`config.mk`:
```
export PLATFORM = sky130hd
export DESIGN_NAME = mpss_sqacc
export DESIGN_NICKNAME = d
export VERILOG_FILES = /design/src/rtl/core/mpss_pkg.sv /design/src/rtl/core/mpss_sqacc.sv
export SDC_FILE = /design/constraint.sdc
export NUM_CORES = 2
export LEC_CHECK = 0
export BUFFER_PORTS_ARGS = -buffer_cell sky130_fd_sc_hd__buf_4
export CORE_MARGIN = 2
export CORE_UTILIZATION = 60
export DETAILED_ROUTE_END_ITERATION = 10
export GPL_TIMING_DRIVEN = 0
export PLACE_DENSITY_LB_ADDON = 0.15
export SYNTH_ARGS = -nofsm -noshare
export SYNTH_HDL_FRONTEND = slang
export SYNTH_SLANG_ARGS = --single-unit
```
`constraint.sdc`:
```
create_clock -name clk -period 8.5 [get_ports clk]
set_input_delay 0 -clock clk [delete_from_list [all_inputs] [get_ports clk]]
set_output_delay 0 -clock clk [all_outputs]
set_load 0.05 [all_outputs]
```
`src/rtl/core/mpss_pkg.sv`:
```
// shared constants, types and the sequencer state encoding for the matrix product core
package mpss_pkg;

  localparam int DIM_DEF        = 256;
  localparam int ELEM_WIDTH_DEF = 16;
  localparam int SIZE_W         = 9;
  localparam int IDX_W          = 8;
  localparam int TRUNC_BITS     = 16;
  localparam int SUM_W          = 64;

  localparam logic REG_SIZE = 1'b0;

  typedef enum logic [3:0] {
    ST_IDLE  = 4'b0001,
    ST_RUN   = 4'b0010,
    ST_DRAIN = 4'b0100,
    ST_HOLD  = 4'b1000
  } state_t;

  typedef struct packed {
    logic valid;
    logic last;
  } sq_ctl_t;

endpackage

```
`src/rtl/core/mpss_sqacc.sv`:
```
// truncation, squaring and saturating accumulation of finished product entries
module mpss_sqacc import mpss_pkg::*; #(
  parameter int ACC_W = 41
) (
  input  logic                    clk,
  input  logic                    rst,
  input  logic                    clear,
  input  sq_ctl_t                 ctl_in,
  input  logic signed [ACC_W-1:0] entry,
  output logic                    done,
  output logic [SUM_W-1:0]        sum,
  output logic                    sat
);

  localparam int MAG_W = ACC_W - TRUNC_BITS;

  logic signed [MAG_W-1:0] shifted;
  logic [MAG_W-1:0]        mag;
  logic [31:0]             mag32;
  logic                    mag_big;
  sq_ctl_t                 ctl_mag;
  logic [63:0]             sq;
  logic                    sq_big;
  sq_ctl_t                 ctl_sq;
  logic [SUM_W:0]          total;

  assign shifted = MAG_W'(entry >>> TRUNC_BITS);
  assign mag32   = 32'(mag);
  assign total   = (SUM_W+1)'(sum) + (SUM_W+1)'(sq);

  always_ff @(posedge clk) begin
    if (shifted[MAG_W-1]) begin
      mag <= MAG_W'(-shifted);
    end else begin
      mag <= MAG_W'(shifted);
    end
    sq      <= 64'(mag32) * 64'(mag32);
    sq_big  <= mag_big;
  end

  always_comb begin
    mag_big = 1'b0;
    if (MAG_W > 32) begin
      mag_big = |(64'(mag) >> 32);
    end
  end

  always_ff @(posedge clk) begin
    if (rst) begin
      ctl_mag <= '0;
      ctl_sq  <= '0;
      done    <= 1'b0;
      sum     <= '0;
      sat     <= 1'b0;
    end else begin
      ctl_mag <= ctl_in;
      ctl_sq  <= ctl_mag;
      done    <= ctl_sq.valid && ctl_sq.last;
      if (clear) begin
        sum <= '0;
        sat <= 1'b0;
      end else if (ctl_sq.valid) begin
        if (sq_big || total[SUM_W]) begin
          sum <= '1;
          sat <= 1'b1;
        end else begin
          sum <= total[SUM_W-1:0];
        end
      end
    end
  end

endmodule
```
**Yosys cells after proc, flatten, opt, wreduce, memory -nomap -nowiden**

Cells that the tools add are included.

- $add $sub $neg: 2
- Mux-type cells: 2
- $mul: 1
- Reduce and logical (&&, ||, !) cells: 3

Operators with widths:

| kind | count |
|---|---|
| 64-bit by 50-bit adder with 65-bit output | 1 |
| 64-bit 2-to-1 mux | 1 |
| 25-bit by 25-bit multiplier with 50-bit output | 1 |
| 25-bit negator | 1 |
| 24-bit 2-to-1 mux | 1 |
| 2-bit AND reduction | 1 |
| 2-bit OR reduction | 1 |
| 1-bit logical AND | 1 |

- Output and inout bits: 66
- Word-level logic and storage cells: 18
- Register bits: 145

**Longest topological paths before layout**

- Depth in word-level cells: 2
- Gate-level depth with buffers: 29

**Least setup slack after synthesis**

Ideal clock, no wire load.

- Path type: register -> register
- Start: register mag[3]
- End: register sq[49]
- Stages on the path, launching flop included: 29
- Path buffers: 2
- Path slack: 1.196 ns
- Arrival time: 7.184 ns
- Path through: dfxtp_1 > clkbuf_1 > clkbuf_1 > nand2_1 > fa_1 > inv_1 > fa_1 > inv_1 > fa_1 > inv_1 > fa_1 > inv_1 > fa_1 > inv_1 > fa_1 > inv_1 > fa_1 > inv_1 > ha_1 > nand2_1 > nor3_1 > a2111oi_1 > a21oi_1 > o211ai_1 > a31oi_1 > a221oi_1 > o21ai_0 > a21oi_1 > xnor2_1

- Word-level cells in the longest chain between the ends: 1

RTL lines:

| what | RTL line | text |
|---|---|---|
| from (decl) | mpss_sqacc.sv:18 | `logic [MAG_W-1:0] mag;` |
| from (signal assigned) | mpss_sqacc.sv:33 | `mag <= MAG_W'(-shifted);` |
| from (signal assigned) | mpss_sqacc.sv:35 | `mag <= MAG_W'(shifted);` |
| 25-bit by 25-bit multiplier with 50-bit output | mpss_sqacc.sv:37 | `sq <= 64'(mag32) * 64'(mag32);` |
| to (signal assigned) | mpss_sqacc.sv:37 |  |
| to (decl) | mpss_sqacc.sv:22 | `logic [63:0] sq;` |

Every way passes these cells.
A chain may end at the register's enable or synchronous reset.

**Final worst setup path**

- Start: register mag[2]
- End: register sq[49]

Same word-level chain as after synthesis.

==> flow_summary_export.csv <==
group,metric,value,unit
setup_path,reg2reg_slack,190,ps
grt,grt_usage,32.6,%
routing,final_antenna_net_count,0,
place,dp.final_hpwl,57.2,mm
run,maxCapViolations,0,
logic_synthesis,synth-compound-area-share,11.6,%
setup_path,end_kind,"flop",
grt,grt_pass1_wl,111,mm
logic_synthesis,ys_ff_latch,144,
setup_path,crit_type,"reg2reg",
logic_synthesis,post_synth_num_cell_types,72,
finish,drive_gt1_share,6.79,%
logic_synthesis,syn_inst,2908,
finish,fin_area,0.0281,mm²
timing,fin_crit_sh,97.8,%
grt,gr-total-overflow,0,
logic_synthesis,synthArstFlopShare,0,%
clock_network,clock_latency,490,ps
min_path,holdPathEnd,"mag[0]$_DFF_P_",
finish,stdcell_count,3617,
setup_path,reg2reg_from,"mag[2]$_DFF_P_",
logic_synthesis,avgSynthCellArea,8.77,µm²
clock_network,numCtsBuffers,17,
setup_path,critical_path_required,8900,ps
finish,nNetsFinal,3816,
place,gp_congestion,0.990,
min_path,min_from,"entry[16]",
clock_network,cts-root-buf,"clkbuf_16",
timing,worst_pin_slew,826,ps
logic_synthesis,synthMuxAreaShare,0.123,%
logic_synthesis,synth_common_cells,"inv_1, fa_1, ha_1, nand2_1, a21oi_1",
timing,finalSetupViolCount,0,
logic_synthesis,yosysSeqAreaShare,11.3,%
logic_synthesis,syn-num-nets,3659,
logic_synthesis,yosys.area_share.simple,12.2,%
logic_synthesis,synth-xor-area-share,4.33,%
clock_network,clock-sinks,144,
routing,wire_per_inst,19.0,µm
logic_synthesis,synth-edff-count,0,
routing,drt-initial-drc-count,1301,
logic_synthesis,synth_top_area_share,36.6,%
clock_network,post_cts.repair.setup_buffers,0,
grt,grt_start_max_net_pins,17,
logic_synthesis,yosysMostFrequentCell,"inv_1",
setup_path,worstPathArrival,8710,ps
timing,max_freq,0.120,GHz
routing,route.detailed.drc,0,
die,dieArea,0.0442,mm²
die,rows,75,
place,placed_area,0.0269,mm²
die,core_area,0.0419,mm²
clock_network,cts_tree,"built",
setup_path,cp-start-kind,"flop",
die,start_util,60.8,%
min_path,whs_path_depth,2,
logic_synthesis,synthesis.area,0.0255,mm²
timing,slew_headroom,44.9,%
logic_synthesis,ys_top_cells_by_area,"fa_1, ha_1, dfxtp_1, inv_1, nand2_1",
logic_synthesis,synth_top_family_by_area,"adder cells",
die,die_x,210,µm
setup_path,cp_max_fo,10,
logic_synthesis,synth_fa_ha_area_share,48.3,%
timing,slew_viol_final,0,
grt,first_global_vias,21500,
setup_path,reg2regPathDepth,27,
die,die_h,210,µm
timing,hold_viol,0,
clock_network,clk_pin_slew,80,ps
finish,syn2layout_area_growth,9.99,%
setup_path,timing.rr.end,"sq[49]$_DFF_P_",
timing,fin_crit,8310,ps
logic_synthesis,ys.flop_type,"dfxtp_1",
timing,whs,180,ps
timing,rsz0062_at_grt,"no",
finish,final_util,66.9,%
timing,skew,19.5,ps
place,portBuffers,95,
place,place_inst,3542,
routing,dr_total_vias,20100,
logic_synthesis,yosys.area.top_type,"fa_1",
outcome,status,"finished clean",
grt,antenna_found_initial,1,
routing,routed_wl,68.6,mm
clock_network,cts_max_path_buffers,2,
min_path,hold_path.class,"in2reg",
clock_network,cts_max_level,4,
logic_synthesis,synth_warnings,0,
die,ios,112,
routing,vias_per_cell,5.56,
routing,dr.pass1.iters,5,
finish,antenna-diode-count,0,
==> layout make-up <==
cell class	count	area (µm²)
Buffer	115	514
Clock buffer	19	443
Clock inverter	13	178
Fill cell	3554	13900
Inverter	703	2640
Multi-Input combinational cell	1945	19600
Sequential cell	144	2890
Tap cell	539	674
Timing Repair Buffer	139	1150
==> metal layers <==
metal / vias to the layer above / track usage, % / part of all wire (%)
li1: 9321 / - / -
met1: 9864 / 42.1 / 42
met2: 757 / 53.8 / 47
met3: 169 / 6.47 / 7.3
met4: 0 / 14.3 / 4.2
met5: - / 0 / 0
==> critical path, cell delays in order (launching register included) <==
cell	delay, ps
dfxtp_2	470
clkbuf_4	290
clkbuf_4	290
nand2_1	140
fa_1	520
inv_1	60
fa_1	510
fa_1	590
inv_1	70
fa_1	500
inv_1	60
fa_1	490
fa_1	490
inv_1	50
fa_1	560
inv_1	70
ha_1	310
clkbuf_1	240
a21oi_2	230
o21ai_0	150
a311oi_2	400
a21oi_1	200
o211ai_1	390
a31oi_1	250
a221oi_2	420
o21ai_0	140
a21oi_1	190
xnor2_1	140
==> per-stage QoR <==
stage                     setup slack, ps  setup TNS [ps]
final                                 186               0
after global routing                 20.6               0
after CTS                            4.70               0
after detailed placement             -937           -3480
after global placement               -882           -3080
after floorplan                      1200               0
==> cell usage in the layout (no fill, tap or decap), drive strengths merged, types with 15 or more instances in the layout <==
cell / n
dfxtp: 144
and3: 17
a21o: 63
and2: 125
nand3: 32
nor2b: 23
o31ai: 15
a21oi: 156
o21ai: 121
inv: 707
o21a: 17
clkbuf: 119
ha: 239
xor2: 44
a31oi: 17
fa: 466
nand4: 27
buf: 110
nand2: 234
dlygate4sd3: 44
nor2: 123
xnor2: 82
==> flip-flops by register name (all words and copies together) (netlist names) <==
| signal | flops |
|---|---|
| sum | 64 |
| sq | 49 |
| mag | 25 |
| ctl_mag | 2 |
| ctl_sq | 2 |
| done | 1 |
| sat | 1 |
==> how the worst max path moves through the flow <==
stage                   startpoint  slack [ps]  cells after the start             end
floorplan           mag[3]$_DFF_P_        1200                     28  sq[49]$_DFF_P_
global placement    mag[2]$_DFF_P_        -880                     28  sq[49]$_DFF_P_
finish              mag[2]$_DFF_P_         190                     27  sq[49]$_DFF_P_
detailed placement  mag[2]$_DFF_P_        -940                     28  sq[49]$_DFF_P_
global route        mag[3]$_DFF_P_          20                     28  sq[49]$_DFF_P_
CTS                 mag[6]$_DFF_P_           5                     26  sq[49]$_DFF_P_
==> kinds of logic (layout without fill, tap and decap cells) <==
group                    Yosys count  after routing
AO/OA/AOI/OAI                    473            473
AND/OR/NAND/NOR                  638            638
adder cells (fa/ha/maj)          705            705
buffers and inverters            819            989
multiplexers                       3              3
flip-flops                       144            144
XOR/XNOR                         126            126
==> repair_timing <==
action / in CTS / in global routing
hold buffers: 44 / 0
endpoints found under the setup margin: 13 / 7
gates resized for setup: 15 / 67
hold endpoints to repair: 35 / 0
pin swaps: 0 / 2
Power is left out: the tool's default activity adds up to more than one toggle a clock period on the data nets, which glitch-free logic cannot reach.
